$ cat config.mk
export PLATFORM = sky130hd
export DESIGN_NAME = humidity_sensor_pulse_decoder_top
export DESIGN_NICKNAME = d
export VERILOG_FILES = /design/src/rtl/hspd_pkg.sv /design/src/rtl/humidity_sensor_pulse_decoder_top.sv
export SDC_FILE = /design/constraint.sdc
export NUM_CORES = 1
export LEC_CHECK = 0
export ABC_AREA = 1
export BUFFER_PORTS_ARGS = -buffer_cell sky130_fd_sc_hd__buf_2
export CAP_MARGIN = 20
export CORE_MARGIN = 3
export CORE_UTILIZATION = 40
export DETAILED_ROUTE_END_ITERATION = 8
export GPL_ROUTABILITY_DRIVEN = 0
export PLACE_DENSITY = 0.61
export SYNTH_ARGS = -nofsm -noshare
export SYNTH_HDL_FRONTEND = slang
export SYNTH_SLANG_ARGS = --single-unit
$ cat constraint.sdc
create_clock -name clk -period 9.9 [get_ports clk]
set_input_delay 1.485 -clock clk [delete_from_list [all_inputs] [get_ports clk]]
set_output_delay 1.485 -clock clk [all_outputs]
set_load 0.01 [all_outputs]
$ cat src/rtl/hspd_pkg.sv
// Package for the humidity sensor pulse decoder.
// Holds widths, reset values, register indexes and status/model codes.
// No dependencies.
`timescale 1ns / 1ps
`default_nettype none

package hspd_pkg;

  localparam int FRAME_BITS_DEF = 40;
  localparam int DECODE_BITS    = 40;

  localparam int TS_W    = 64;
  localparam int THR_W   = 32;
  localparam int HUM_W   = 11;
  localparam int TEMP_W  = 12;
  localparam int STAT_W  = 2;
  localparam int MODEL_W = 2;
  localparam int CFG_IDX_W = 2;
  localparam int CFG_DATA_W = 32;
  localparam int OUT_DATA_W = 24;  // humidity + temperature, padded to bytes

  // register indexes
  localparam logic [CFG_IDX_W-1:0] REG_SENSOR_MODEL = 2'd0;
  localparam logic [CFG_IDX_W-1:0] REG_GAP_THRESH   = 2'd1;
  localparam logic [CFG_IDX_W-1:0] REG_ONE_THRESH   = 2'd2;

  // sensor model codes (3 behaves as auto)
  localparam logic [MODEL_W-1:0] MODEL_AUTO   = 2'd0;
  localparam logic [MODEL_W-1:0] MODEL_NARROW = 2'd1;
  localparam logic [MODEL_W-1:0] MODEL_WIDE   = 2'd2;

  // status codes
  localparam logic [STAT_W-1:0] ST_GOOD     = 2'd0;
  localparam logic [STAT_W-1:0] ST_BAD_SUM  = 2'd1;
  localparam logic [STAT_W-1:0] ST_BAD_DATA = 2'd2;

  // input mode flag
  localparam logic MODE_EDGE    = 1'b0;
  localparam logic MODE_TIMEOUT = 1'b1;

  // reset values
  localparam logic [THR_W-1:0] GAP_THRESH_RST = 32'd1000000;
  localparam logic [THR_W-1:0] ONE_THRESH_RST = 32'd100000;

  // range limits in tenths / raw bytes
  localparam logic [15:0] WIDE_HUM_MAX  = 16'd1100;
  localparam logic [14:0] WIDE_TPOS_MAX = 15'd1350;
  localparam logic [14:0] WIDE_TNEG_MAX = 15'd500;
  localparam logic [7:0]  NAR_TEMP_MAX  = 8'd60;
  localparam logic [7:0]  NAR_HUM_MIN   = 8'd10;
  localparam logic [7:0]  NAR_HUM_MAX   = 8'd90;
  localparam logic [HUM_W-1:0] HUM_LIMIT = 11'd1100;

endpackage

`default_nettype wire

$ cat src/rtl/humidity_sensor_pulse_decoder_top.sv
// Top level of the humidity sensor pulse decoder: edge timing, bit capture,
// frame decode and held readings. Depends on hspd_pkg.
`timescale 1ns / 1ps
`default_nettype none

// Decodes the pulse train of a single-wire humidity/temperature sensor.
// Each slave transaction is either a rising-edge timestamp (tuser = 0) or a
// line timeout (tuser = 1). Edges produce no result; they shift one bit into
// the frame register (1 when the interval since the previous edge exceeds
// one_threshold_ns) or clear it when the interval exceeds gap_threshold_ns.
// A timeout decodes the low 40 bits of the frame and emits exactly one
// result: status in tuser, held humidity and temperature (tenths) in tdata.
// Every transaction is handled by the combinational logic between the input
// handshake and the result register, so one transaction is taken per clock;
// the only stall comes from a result waiting in the output register while
// m_tready is low. Configuration writes belong in idle periods.
module humidity_sensor_pulse_decoder_top #(
  parameter int FRAME_BITS = hspd_pkg::FRAME_BITS_DEF  // 40..64
) (
  input  wire logic                              clk,
  input  wire logic                              rst,
  // configuration write port
  input  wire logic                              cfg_we,
  input  wire logic [hspd_pkg::CFG_IDX_W-1:0]    cfg_index,
  input  wire logic [hspd_pkg::CFG_DATA_W-1:0]   cfg_data,
  // slave stream
  input  wire logic                              s_tvalid,
  output logic                                   s_tready,
  input  wire logic [hspd_pkg::TS_W-1:0]         s_tdata,   // [63:0] timestamp_ns
  input  wire logic [0:0]                        s_tuser,   // [0] mode
  // master stream
  output logic                                   m_tvalid,
  input  wire logic                              m_tready,
  output logic [hspd_pkg::OUT_DATA_W-1:0]        m_tdata,   // [10:0] humidity_tenths,
                                                            // [22:11] temperature_tenths,
                                                            // [23] zero
  output logic [hspd_pkg::STAT_W-1:0]            m_tuser    // [1:0] status
);

  // configuration registers
  logic [hspd_pkg::MODEL_W-1:0] sensor_model;
  logic [hspd_pkg::THR_W-1:0]   gap_threshold_ns;
  logic [hspd_pkg::THR_W-1:0]   one_threshold_ns;

  // decoder state
  logic [hspd_pkg::TS_W-1:0]    last_edge_time;
  logic [FRAME_BITS-1:0]        frame_shift;
  logic [FRAME_BITS-1:0]        frame_shift_next;
  logic [hspd_pkg::HUM_W-1:0]   held_humidity;
  logic [hspd_pkg::HUM_W-1:0]   held_humidity_next;
  logic [hspd_pkg::TEMP_W-1:0]  held_temperature;
  logic [hspd_pkg::TEMP_W-1:0]  held_temperature_next;
  logic [hspd_pkg::STAT_W-1:0]  status_next;

  logic accept;
  logic is_timeout;

  // Output register frees up the same cycle it is drained.
  assign s_tready   = !m_tvalid || m_tready;
  assign accept     = s_tvalid && s_tready;
  assign is_timeout = (s_tuser[0] == hspd_pkg::MODE_TIMEOUT);

  // ---- edge path: modular interval, gap and one-bit compares ----
  logic [hspd_pkg::TS_W-1:0] interval;
  logic                      gap_hit;
  logic                      one_bit;

  assign interval = s_tdata - last_edge_time;
  assign gap_hit  = interval > {{(hspd_pkg::TS_W-hspd_pkg::THR_W){1'b0}}, gap_threshold_ns};
  assign one_bit  = interval > {{(hspd_pkg::TS_W-hspd_pkg::THR_W){1'b0}}, one_threshold_ns};

  always_comb begin
    if (gap_hit) begin
      frame_shift_next = '0;
    end else begin
      frame_shift_next = {frame_shift[FRAME_BITS-2:0], one_bit};
    end
  end

  // ---- timeout path: checksum and format decode ----
  logic [7:0] b0, b1, b2, b3, b4;
  logic [7:0] sum8;
  logic       sum_ok;

  assign b0 = frame_shift[7:0];
  assign b1 = frame_shift[15:8];
  assign b2 = frame_shift[23:16];
  assign b3 = frame_shift[31:24];
  assign b4 = frame_shift[39:32];
  assign sum8   = b1 + b2 + b3 + b4;
  assign sum_ok = (sum8 == b0);

  // narrow integer format: whole units in byte4 / byte2, zero fractions
  logic                        nar_ok;
  logic [hspd_pkg::HUM_W-1:0]  nar_hum;
  logic [hspd_pkg::TEMP_W-1:0] nar_temp;

  assign nar_ok = (b1 == 8'd0) && (b3 == 8'd0) && (b2 <= hspd_pkg::NAR_TEMP_MAX) &&
                  (b4 >= hspd_pkg::NAR_HUM_MIN) && (b4 <= hspd_pkg::NAR_HUM_MAX);
  // x*10 as two shifts; values are small enough that truncation is exact
  assign nar_hum  = {b4, 3'b000} + {2'b00, b4, 1'b0};
  assign nar_temp = {1'b0, b2, 3'b000} + {3'b000, b2, 1'b0};

  // wide format: tenths, temperature in sign-magnitude
  logic [15:0]                 wide_hum_raw;
  logic [14:0]                 wide_mag;
  logic                        wide_neg;
  logic                        wide_ok;
  logic [hspd_pkg::TEMP_W-1:0] wide_temp;

  assign wide_hum_raw = {b4, b3};
  assign wide_mag     = {b2[6:0], b1};
  assign wide_neg     = b2[7];
  assign wide_ok      = (wide_hum_raw <= hspd_pkg::WIDE_HUM_MAX) &&
                        (wide_neg ? (wide_mag <= hspd_pkg::WIDE_TNEG_MAX)
                                  : (wide_mag <= hspd_pkg::WIDE_TPOS_MAX));
  // negative zero comes out as plain zero
  assign wide_temp = wide_neg ? (hspd_pkg::TEMP_W'(0) - wide_mag[hspd_pkg::TEMP_W-1:0])
                              : wide_mag[hspd_pkg::TEMP_W-1:0];

  always_comb begin
    held_humidity_next    = held_humidity;
    held_temperature_next = held_temperature;
    status_next           = hspd_pkg::ST_GOOD;
    if (!sum_ok) begin
      status_next = hspd_pkg::ST_BAD_SUM;
    end else begin
      case (sensor_model)
        hspd_pkg::MODEL_NARROW: begin
          if (nar_ok) begin
            held_humidity_next    = nar_hum;
            held_temperature_next = nar_temp;
          end else begin
            status_next = hspd_pkg::ST_BAD_DATA;
          end
        end
        hspd_pkg::MODEL_WIDE: begin
          if (wide_ok) begin
            held_humidity_next    = wide_hum_raw[hspd_pkg::HUM_W-1:0];
            held_temperature_next = wide_temp;
          end else begin
            status_next = hspd_pkg::ST_BAD_DATA;
          end
        end
        default: begin
          // auto: wide format first, narrow as fallback
          if (wide_ok) begin
            held_humidity_next    = wide_hum_raw[hspd_pkg::HUM_W-1:0];
            held_temperature_next = wide_temp;
          end else if (nar_ok) begin
            held_humidity_next    = nar_hum;
            held_temperature_next = nar_temp;
          end else begin
            status_next = hspd_pkg::ST_BAD_DATA;
          end
        end
      endcase
    end
  end

  // ---- configuration ----
  always_ff @(posedge clk) begin
    if (rst) begin
      sensor_model     <= hspd_pkg::MODEL_AUTO;
      gap_threshold_ns <= hspd_pkg::GAP_THRESH_RST;
      one_threshold_ns <= hspd_pkg::ONE_THRESH_RST;
    end else if (cfg_we) begin
      case (cfg_index)
        hspd_pkg::REG_SENSOR_MODEL: sensor_model <= cfg_data[hspd_pkg::MODEL_W-1:0];
        hspd_pkg::REG_GAP_THRESH:   gap_threshold_ns <= cfg_data;
        hspd_pkg::REG_ONE_THRESH:   one_threshold_ns <= cfg_data;
        default: ;  // unmapped index, write dropped
      endcase
    end
  end

  // ---- state and result register ----
  always_ff @(posedge clk) begin
    if (rst) begin
      last_edge_time   <= '0;
      frame_shift      <= '0;
      held_humidity    <= '0;
      held_temperature <= '0;
      m_tvalid         <= 1'b0;
    end else begin
      // a new result replaces the one drained this cycle
      if (accept && is_timeout) begin
        m_tvalid <= 1'b1;
      end else if (m_tready) begin
        m_tvalid <= 1'b0;
      end
      if (accept) begin
        if (is_timeout) begin
          frame_shift      <= '0;
          held_humidity    <= held_humidity_next;
          held_temperature <= held_temperature_next;
        end else begin
          last_edge_time <= s_tdata;
          frame_shift    <= frame_shift_next;
        end
      end
    end
  end

  // payload needs no reset
  always_ff @(posedge clk) begin
    if (accept && is_timeout) begin
      m_tuser <= status_next;
      m_tdata <= {1'b0, held_temperature_next, held_humidity_next};
    end
  end

endmodule

`default_nettype wire

# [After elaboration in Yosys (flattened, before gate mapping)]
# Index checks and enable logic that the tools add are counted.
[word_totals] reg_bits=219 input_bits=104 output_inout_bits=28 elab_cells=69
[op_classes] add_sub_neg=7 order_cmp=8 eq_ne=5 mux=20 n_bitwise=1 reduce_logical=18
[op_table] cell="64-bit by 32-bit greater-than comparator with 1-bit output" count=2
[op_table] cell="40-bit 2-to-1 mux" count=2
[op_table] cell="64-bit subtractor" count=1
[op_table] cell="12-bit 2-to-1 mux" count=5
[op_table] cell="11-bit 2-to-1 mux" count=4
[op_table] cell="8-bit adder" count=3
[op_table] cell="12-bit case mux with 2 select lines" count=1
[op_table] cell="11-bit case mux with 2 select lines" count=1
[op_table] cell="16-bit by 11-bit less-or-equal comparator with 1-bit output (second input constant)" count=1
[op_table] cell="8-bit logical NOT" count=2
[op_table] cell="15-bit by 11-bit less-or-equal comparator with 1-bit output (second input constant)" count=1
[op_table] cell="15-bit by 9-bit less-or-equal comparator with 1-bit output (second input constant)" count=1
[op_table] cell="11-bit by 9-bit adder with 12-bit output" count=1
[op_table] cell="1-bit by 12-bit subtractor with 12-bit output (first input constant)" count=1
[op_table] cell="11-bit by 9-bit adder with 11-bit output" count=1
[op_table] cell="2-bit AND reduction" count=5
[op_table] cell="8-bit == test" count=1
[op_table] cell="8-bit by 4-bit greater-or-equal comparator with 1-bit output (second input constant)" count=1
[op_table] cell="8-bit by 6-bit less-or-equal comparator with 1-bit output (second input constant)" count=1
[op_table] cell="8-bit by 7-bit less-or-equal comparator with 1-bit output (second input constant)" count=1
[op_table] cell="1-bit logical AND" count=7
[op_table] cell="2-bit 2-to-1 mux" count=3
[op_table] cell="2-bit by 1-bit == test with 1-bit output (second input constant)" count=2
[op_table] cell="2-bit == test (second input constant)" count=2
[op_table] cell="other kinds (7)" count=9

# [Logic depth before layout (Yosys ltp)]
# Gate-level depths: netlist (run 1).
[depth] depth_word=9 mapped_depth=28

# [Least setup slack after synthesis (run 1)]
# OpenSTA, ideal clock, no wires.
[synth_path] path_type="input -> register" start="input port s_tdata[0] (netlist bit)" end="register frame_shift[30]" setup_time_ns=0.070 arrival_ns=4.471 slack_ns=5.359 path_stages=27 path_buffers=1 path_cell_list="inv_1 ha_1 inv_1 fa_1 nand2_1 nand3_1 nand3_1 nand2_2 nand2_1 nand2_2 nand2_1 nand2_1 xor2_1 ha_1 nand2_1 nor2_1 nand2_1 nor3b_1 nand4_1 nand2_1 nand4_1 nor2_1 nand3_1 nor2_2 buf_4 nand3_1 a21oi_1"
[synth_between] elab_chain_len=4
[synth_rtl] item="from (decl)" line="humidity_sensor_pulse_decoder_top.sv:29" text="input wire logic [hspd_pkg::TS_W-1:0] s_tdata,"
[synth_rtl] item="64-bit subtractor" line="humidity_sensor_pulse_decoder_top.sv:68" text="assign interval = s_tdata - last_edge_time;"
[synth_rtl] item="64-bit by 32-bit greater-than comparator with 1-bit output" line="humidity_sensor_pulse_decoder_top.sv:69" text="assign gap_hit = interval > {{(hspd_pkg::TS_W-hspd_pkg::THR_W){1'b0}}, gap_threshold_ns};"
[synth_rtl] item="40-bit 2-to-1 mux" line="humidity_sensor_pulse_decoder_top.sv:73" text="if (gap_hit) begin"
[synth_rtl] item="40-bit 2-to-1 mux" line="humidity_sensor_pulse_decoder_top.sv:193" text="if (is_timeout) begin"
[synth_rtl] item="to (signal assigned)" line="humidity_sensor_pulse_decoder_top.sv:199" text="frame_shift <= frame_shift_next;"
[synth_rtl] item="to (decl)" line="humidity_sensor_pulse_decoder_top.sv:47" text="logic [FRAME_BITS-1:0] frame_shift;"
# No other way between the ends.
# A chain may end at the register's enable or synchronous reset.

# [Worst setup path after layout (run 1)]
[layout_path] start="input port s_tdata[0] (netlist bit)" end="register frame_shift[36]"
# The elaborated chain is that of the path after synthesis.

==> flow_summary.yaml, run 1 <==
status:
  outcome: "finished clean"
worst_setup_path:
  path_class: "primary input to flop"
  cp_max_fo: 40
  path_delay_family: "simple AND/OR/NAND/NOR gates"
  cp_num_buf_inv: 4
  cp_slowest_cell: "fa_1"
  critPathMaxStageDelay_ns: 0.45
  start_kind: "primary input"
  critPathRequiredTime_ns: 10.39
  worst_setup_path_end_kind: "flop"
  cp_common_cell: "nand2_1"
  cp_data_arrival_time_ns: 5.81
pwr:
  clockPowerShare: 0.373
  internal_power_mw: 1.882
  power.switching_mw: 0.9733
  leakagePower_nw: 10.35
  pwr-share-seq: 0.335
  combPwrFrac: 0.292
  switching_share: 0.3408
  peakVddDrop_uv: 133.3
  power_density_nw_per_um2: 140.5
drt:
  drc_errors: 0
  routedWlPerCell_um: 15.09
  via_per_inst: 5.061
  wl_um: 54740
  antenna_left: 0
  dr.pass1.iters: 6
  via_count: 18360
  drtIter0Drc: 1638
global_route:
  grt_pass1_wl_um: 87920
  grt_max_degree: 113
  antenna_found_initial: 0
  overflow: 0
  first_global_vias: 17190
  track_usage: 0.2225
yosys:
  synthArstFlopShare: 0
  yosysTopAreaCellShare: 0.2124
  synth_top_area_cell: "dfxtp_1"
  ys_types: 46
  synth_nets: 3208
  synthTopCellsByArea: "dfxtp_1, nand2_1, inv_1, ha_1, a21oi_1"
  syn_inst: 2938
  ys_warn_count: 0
  ys_seq_elements: 219
  synth_edf_count: 25
  netlist_area_um2: 18280
  ys.flop_type: "dfxtp_1"
  yosysSeqAreaShare: 0.2535
  syn_avg_cell_area_um2: 6.222
clocking:
  cts_max_path_buffers: 3
  cts_root_buf: "clkbuf_16"
  insertion_delay_ns: 0.57
  tritoncts: "built"
  clock_sinks: 219
  cts_setup_buffers: 0
  clk_pin_slew_worst_paths_ns: 0.06
  cts_resized: 0
  h-tree-depth: 1
  cts_made_buffers: 27
  postCtsHoldBufs: 0
placement:
  port_buffers: 130
  dp_hpwl_um: 43010
  postPlaceCellArea_um2: 19350
sta:
  relSlewSlack: 0.3007
  skew_ns: 0.01226
  hold_viol: 0
  drv_slew: 0
  worst_pin_slew_ns: 1.049
  period_share: 0.5373
  min_period_ns: 5.320
  fmax_mhz: 188.0
  finalSetupViolations: 0
  tns_ns: 0
  rsz0062_at_grt: "false"
die:
  die_h_um: 219.8
  core_um2: 44700
  fp.dieArea_um2: 48310
  pin_count: 132
  start_util: 0.4090
  die_x_um: 219.8
  rows: 77
job:
  max_cap_viol_count: 0
layout:
  final_layout_size_suffix_gt1_frac: 0.08498
  final_nets: 3285
  n_antenna_cell: 0
  syn_to_final_growth_pct: 11.18
  finish.instance_area_um2: 20320
  nFillCells: 4831
worst_hold_path:
  hold_path.class: "flop to flop"
synthesized netlist by cell type (all sizes together), types with 3 or more instances:
cell,number
a21o,6
a21oi,259
and2,3
and3,4
buf,24
clkbuf,70
dfxtp,194
edfxtp,25
fa,17
ha,149
inv,539
nand2,863
nand3,186
nand3b,10
nand4,41
nor2,215
nor3,25
nor3b,3
nor4,7
o211ai,28
o21a,8
o21ai,166
o21bai,20
xnor2,14
xor2,52
state kept, by name, summed over array words and instances (netlist names):
| register | flops |
|---|---|
| frame_shift | 40 |
| m_tvalid | 1 |
| held_humidity | 11 |
| sensor_model | 2 |
| m_tdata | 23 |
| gap_threshold_ns | 32 |
| one_threshold_ns | 32 |
| m_tuser | 2 |
| held_temperature | 12 |
| last_edge_time | 64 |
worst register-to-register path: stages, from the launching register on:
cell and delay [ns]:
dfxtp_1 0.65, fa_1 0.55, fa_1 0.48, ha_1 0.24, fa_1 0.41, nand3_1 0.10
nand3_1 0.12, a21o_1 0.18, a21oi_1 0.24, xor2_1 0.18, nand2_1 0.06, nand2_1 0.13
inv_1 0.09, nand2_1 0.58, nor2_1 0.09, nor2_1 0.19, nand2_1 0.07
through the flow:
step                worst slack, ns  hold WS [ns]    util  power, mW  cells
floorplan                     5.359        0.4331       -      1.562   2938
global placement              4.183        0.4428  0.4327      1.779   3576
detailed placement            4.097        0.4507  0.4329      1.797   3577
CTS                           4.670        0.4596  0.4542      2.871   3627
global route                  4.160        0.4725  0.4547      3.033   3628
finish                        4.580        0.4555  0.4547      2.856   3628
worst paths after layout:
| check | slack [ns] | to | cells past startpoint | startpoint |
|---|---|---|---|---|
| max reg2reg | 5.31 | m_tdata[12] | 16 | frame_shift[17] |
| min | 0.46 | last_edge_time[34] | 2 | last_edge_time[34] |
| min reg2reg | 0.46 | last_edge_time[34] | 2 | last_edge_time[34] |
| max | 4.58 | frame_shift[36] | 26 | s_tdata[0] |
power groups by stage:
stage               sequential [mW]  combinational (mW)  clock [mW]
finish                        0.958               0.833        1.06
floorplan                     0.976               0.586           0
CTS                           0.958               0.825        1.09
detailed placement            0.977               0.820           0
global placement              0.975               0.804           0
global route                  0.961               0.948        1.12
cell families (layout without fill, tap and decap cells):
| group | after synthesis | after routing | share of synthesized area |
|---|---|---|---|
| AO/OA/AOI/OAI | 492 | 492 | 0.1444 |
| XOR/XNOR | 66 | 66 | 0.03162 |
| adder cells (fa/ha/maj) | 166 | 166 | 0.1206 |
| buffers and inverters | 634 | 732 | 0.1343 |
| flip-flops | 219 | 219 | 0.2535 |
| other | 1 | 1 | 0.0002051 |
| AND/OR/NAND/NOR | 1360 | 1360 | 0.3154 |
cell usage in the layout, fill, tap and decap left out, types with 19 or more instances in the layout:
master	Yosys	layout
nor3_1	22	21
clkbuf_16	0	27
xor2_1	52	52
o21bai_1	20	20
dfxtp_1	194	194
o211ai_1	27	27
nand3_1	172	171
nand2_1	846	846
buf_2	9	130
edfxtp_1	25	25
ha_1	149	149
nor2_1	193	192
a21oi_1	258	258
inv_1	532	530
nand4_1	41	41
o21ai_0	159	159
nor2_2	19	19
per-layer routing:
metal  vias to the layer above  global-route usage  part of all wire
met5                         -                   0                 0
met4                         0             0.07212             0.035
met3                       108             0.03227             0.060
met2                       567              0.3731              0.45
met1                      8244              0.2946              0.45
li1                       9441                   -                 -
layout make-up:
| type | count | area, µm² | area share |
|---|---|---|---|
| tap | 592 | 740.7 | 0.03644 |
| sequential | 219 | 4634 | 0.2280 |
| timing repair buffer | 142 | 757.0 | 0.03724 |
| clock buffer | 35 | 735.7 | 0.03620 |
| multi-input combinational | 2085 | 11210 | 0.5515 |
| clock inverter | 15 | 216.5 | 0.01065 |
| inverter | 540 | 2031 | 0.09991 |
Note: power is estimated with default switching activity, not from simulation.
==> run 2, diff against run 1 <==
==> constraint.sdc (replaced) <==
create_clock -name clk -period 5.3 [get_ports clk]
set_input_delay 0.795 -clock clk [delete_from_list [all_inputs] [get_ports clk]]
set_output_delay 0.795 -clock clk [all_outputs]
set_load 0.01 [all_outputs]
==> run 2 against run 1 <==
  * Sequential power rose by 87%
  * Combinational power grew 86%
  * Routed wire length up 0.17%
  * Via count rose by 0.50%
  * Highest routed layer unchanged
  * Cell area is 0.28% lower
  * Count of clock-buffer cells in the layout increased by 5
  * Critical endpoint is now m_tdata[12]
  * Sequential share of layout area is 0.063 points higher
  * Core utilization fell by 0.13 points
  * Cell count is the same
  * Global-route usage rose by 0.081 points
  * Non-clock buffer count rose by 1
  * Critical path depth is 11 lower
==> flow_summary.yaml, run 2 (synthesized netlist as in run 1, its figures left out) <==
sta:
  fmax_mhz: 226.4
  hold_viol: 0
  skew_ns: 0.01271
  worst_pin_slew_ns: 1.011
  finalSetupViolations: 0
  period_share: 0.8333
  relSlewSlack: 0.3260
  min_period_ns: 4.417
  rsz0062_at_grt: "false"
  tns_ns: 0
  drv_slew: 0
clocking:
  clock_sinks: 219
  cts_max_path_buffers: 3
  postCtsHoldBufs: 0
  h-tree-depth: 1
  cts_root_buf: "clkbuf_16"
  cts_made_buffers: 27
  cts_resized: 0
  tritoncts: "built"
  insertion_delay_ns: 0.57
  clk_pin_slew_worst_paths_ns: 0.06
  cts_setup_buffers: 0
worst_setup_path:
  critPathMaxStageDelay_ns: 0.59
  cp_common_cell: "nand2_1"
  cp_slowest_cell: "dfxtp_1"
  cp_max_fo: 21
  critPathRequiredTime_ns: 5.63
  path_cells: "fa_1 > fa_1 > fa_1 > nand3_1 > nand3_1 > a21o_1 > a21oi_1 > xor2_1 > nand2_1 > nand2_1 > inv_1 > nand2_1 > nor2_1 > nor2_1 > nand2_1"
  start_kind: "flop"
  cp_data_arrival_time_ns: 4.74
  worst_setup_path_end_kind: "flop"
  path_class: "flop to flop"
layout:
  final_layout_size_suffix_gt1_frac: 0.08432
  syn_to_final_growth_pct: 10.87
  final_cell_mix: "nand2_1, inv_1, a21oi_1"
  reg_top3: "last_edge_time x64, frame_shift x40"
  fin_util: 0.4534
  largest_register_ffs: 64
  regMostFlops: "last_edge_time"
  finish.instance_area_um2: 20270
  layout.cells.non_filler: 3628
  n_antenna_cell: 0
  layout_commonest_cell: "nand2_1"
  nFillCells: 4727
  final_nets: 3286
pwr:
  total_power_mw: 5.205
  leakagePower_nw: 10.32
  peakVddDrop_uv: 226.2
  power_density_nw_per_um2: 256.8
drt:
  drc_errors: 0
  via_per_inst: 5.086
  antenna_left: 0
  drtIter0Drc: 1319
  via_count: 18450
  routedWlPerCell_um: 15.11
  wl_um: 54840
  dr.pass1.iters: 5
status:
  outcome: "finished clean"
global_route:
  grt_pass1_wl_um: 87950
  grt_max_degree: 100
  overflow: 0
  track_usage: 0.2234
  antenna_found_initial: 0
  first_global_vias: 17230
job:
  max_cap_viol_count: 0
die:
  die_x_um: 219.8
  fp.dieArea_um2: 48310
  die_h_um: 219.8
  rows: 77
  pin_count: 132
  start_util: 0.4090
  core_um2: 44700
placement:
  port_buffers: 130
  postPlaceCellArea_um2: 19370
  place_inst: 3578
  dp_hpwl_um: 42990
worst_hold_path:
  hold_path.class: "primary input to flop"
run 2: routing by layer:
metal / GRT usage / wire, µm / vias up
li1: - / - / 9444
met1: 0.2941 / 24360 / 8303
met2: 0.3752 / 24920 / 591
met3: 0.03130 / 3552 / 113
met4: 0.07663 / 2010 / 0
met5: 0 / 0 / -
run 2: metrics by stage:
| step | worst slack [ns] | hold WS (ns) |
|---|---|---|
| 2_1_floorplan | 1.449 | 0.4331 |
| 3_3_place_gp | 0.4373 | 0.4424 |
| 3_5_place_dp | 0.3946 | 0.4509 |
| 5_1_grt | 0.4939 | 0.4469 |
| 6_report | 0.8834 | 0.4510 |
| 4_1_cts | 0.8943 | 0.4232 |
run 2: critical path, delay by kind of cell, from the launching register on:
family / cells / cell delay [ns]
AO/OA/AOI/OAI: 2 / 0.43
adder cells (fa/ha/maj): 3 / 1.54
XOR/XNOR: 1 / 0.18
buffers and inverters: 1 / 0.08
flip-flops: 1 / 0.59
AND/OR/NAND/NOR: 8 / 1.33
run 2: path summary, 6_finish.rpt:
kind                      start  slack [ns]             endpoint  cells past startpoint
max             frame_shift[18]        0.88          m_tdata[12]                     15
min                 cfg_data[7]        0.45  one_threshold_ns[7]                      3
max reg2reg     frame_shift[18]        0.88          m_tdata[12]                     15
min reg2reg  last_edge_time[43]        0.46   last_edge_time[43]                      2
run 2: area by class of cell:
cell class	instances	area [µm²]	share of cell area
clock buffers	40	774.5	0.03821
clock inverters	9	113.9	0.005618
inverters	540	2031	0.1002
multi-input cells	2085	11210	0.5531
flip-flops and latches	219	4634	0.2287
well taps	592	740.7	0.03655
repair buffers	143	764.5	0.03772
run 2: report_power, final:
group | total (mW) | switching, mW | internal (mW)
Clock | 1.87 | 0.760 | 1.11
Combinational | 1.55 | 1.02 | 0.528
Sequential | 1.79 | 0.0267 | 1.76
==> run 3, diff against run 2 <==
==> constraint.sdc (replaced) <==
create_clock -name clk -period 4.1 [get_ports clk]
set_input_delay 0.615 -clock clk [delete_from_list [all_inputs] [get_ports clk]]
set_output_delay 0.615 -clock clk [all_outputs]
set_load 0.01 [all_outputs]
==> run 3 against run 2 <==
  * Critical path depth did not move
  * Combinational power rose by 49%
  * Critical endpoint is now held_temperature[8]
  * Routed wire length rose by 2.2%
  * Sequential share of layout area shrank 1.7 points
  * Highest routed layer is now met5
  * Clock skew decreased by 0.0015 ns
  * Worst setup slack worse by 0.68 ns
  * Sequential power grew 29%
  * Total power grew 41%
==> flow_summary.yaml, run 3 (synthesized netlist as in run 1, its figures left out) <==
die:
  pin_count: 132
  rows: 77
  core_um2: 44700
  die_x_um: 219.8
  die_h_um: 219.8
  start_util: 0.4090
  fp.dieArea_um2: 48310
global_route:
  grt_pass1_wl_um: 89070
  track_usage: 0.2250
  overflow: 0
  grt_max_degree: 100
  antenna_found_initial: 1
  first_global_vias: 17650
sta:
  finalSetupViolations: 0
  relSlewSlack: 0.3673
  fmax_mhz: 256.7
  hold_viol: 0
  skew_ns: 0.01124
  min_period_ns: 3.896
  layout_setup_ws_ns: 0.2042
  tns_ns: 0
  worst_pin_slew_ns: 0.9491
  hold_slack_ns: 0.2813
  drv_slew: 0
  period_share: 0.9502
layout:
  multi_input_area_um2: 11440
  layout.cells.non_filler: 3781
  reg_top3: "last_edge_time x64, frame_shift x40"
  final_cell_mix: "nand2_1, inv_1, a21oi_1"
  layout_commonest_cell: "nand2_1"
  final_layout_size_suffix_gt1_frac: 0.1452
  largest_register_ffs: 64
  regArea_um2: 4634
  nFillCells: 4625
  syn_to_final_growth_pct: 19.79
  regMostFlops: "last_edge_time"
  n_antenna_cell: 0
  final_nets: 3439
worst_setup_path:
  critPathMaxStageDelay_ns: 0.61
  worst_setup_path_end_kind: "flop"
  path_class: "flop to flop"
  path_delay_family: "adder cells"
  cp_max_fo: 18
  critPathRequiredTime_ns: 4.55
  cp_slowest_cell: "fa_1"
  cp_data_arrival_time_ns: 4.34
  path_cells: "fa_1 > fa_1 > ha_1 > fa_1 > xnor2_1 > xor2_1 > nor3_1 > nand3_1 > nor3b_4 > nand2_1 > buf_12 > nand2_1 > nand2_1 > o21ai_0 > inv_1"
  cp_num_buf_inv: 2
  start_kind: "flop"
pwr:
  leakagePower_nw: 11.19
  total_power_mw: 7.346
  power_density_nw_per_um2: 335.4
  peakVddDrop_uv: 280.5
drt:
  drc_errors: 0
  via_per_inst: 5.016
  drtIter0Drc: 1530
  dr.pass1.iters: 5
  antenna_left: 0
  wl_um: 56050
  via_count: 18960
  routedWlPerCell_um: 14.82
placement:
  dp_hpwl_um: 43920
  pre_cts_ws_ns: -0.3338
  port_buffers: 130
  place_inst: 3728
clocking:
  cts_max_path_buffers: 3
  cts_made_buffers: 26
  insertion_delay_ns: 0.57
  clk_pin_slew_worst_paths_ns: 0.06
  h-tree-depth: 1
  tritoncts: "built"
  cts_root_buf: "clkbuf_16"
  clock_sinks: 219
  postCtsHoldBufs: 0
job:
  max_cap_viol_count: 0
status:
  outcome: "finished clean"
worst_hold_path:
  hold_path.class: "primary input to flop"
==> run 3: cell count changes in the layout (fill, tap and decap cells not counted), sizes merged <==
cell,change
clkinvlp,+3
inv,-1
clkinv,-2
bufinv,+5
clkbuf,-4
buf,+152
==> run 3: path summary, 6_finish.rpt <==
check | start | end | slack, ns | cells past startpoint
worst max register to register | frame_shift[9] | held_temperature[8] | 0.20 | 15
worst max-delay path | frame_shift[9] | held_temperature[8] | 0.20 | 15
worst min register to register | last_edge_time[53] | last_edge_time[53] | 0.46 | 2
worst min-delay path | cfg_data[14] | gap_threshold_ns[14] | 0.28 | 3
==> run 3: metal layers <==
metal / global-route usage / part of all wire / wire [µm]
met1: 0.2955 / 0.44 / 24830
met3: 0.03103 / 0.062 / 3501
met4: 0.06289 / 0.030 / 1705
met5: 0 / 0.00018 / 10
met2: 0.3862 / 0.46 / 26010
==> run 3: cell type report <==
class	instances	area share
multi-input cells	2085	0.5225
flip-flops and latches	219	0.2116
repair buffers	297	0.09290
inverters	540	0.09273
clock buffers	34	0.03434
well taps	592	0.03382
clock inverters	14	0.01206
==> run 3: per-stage QoR <==
stage,util,instance area (µm²)
after floorplan,-,18280
after global placement,0.4599,20560
after detailed placement,0.4599,20560
after CTS,0.4826,21570
after global routing,0.4899,21900
final,0.4899,21900
==> run 3: what timing repair did <==
action                                  4_1_cts  5_1_grt
endpoints found under the setup margin        0       59
resized for setup                             0       54
setup buffers                                 0        1
==> run 3: worst min-delay path, cell delays in order <==
cell and delay (ns):
buf_2 0.09, nand2_1 0.04, o211ai_1 0.06
==> run 3: power by group <==
group          internal (mW)  switching (mW)
Clock                   1.73           0.993
Sequential              2.28          0.0355
Combinational          0.910            1.40
Total                   4.92            2.43
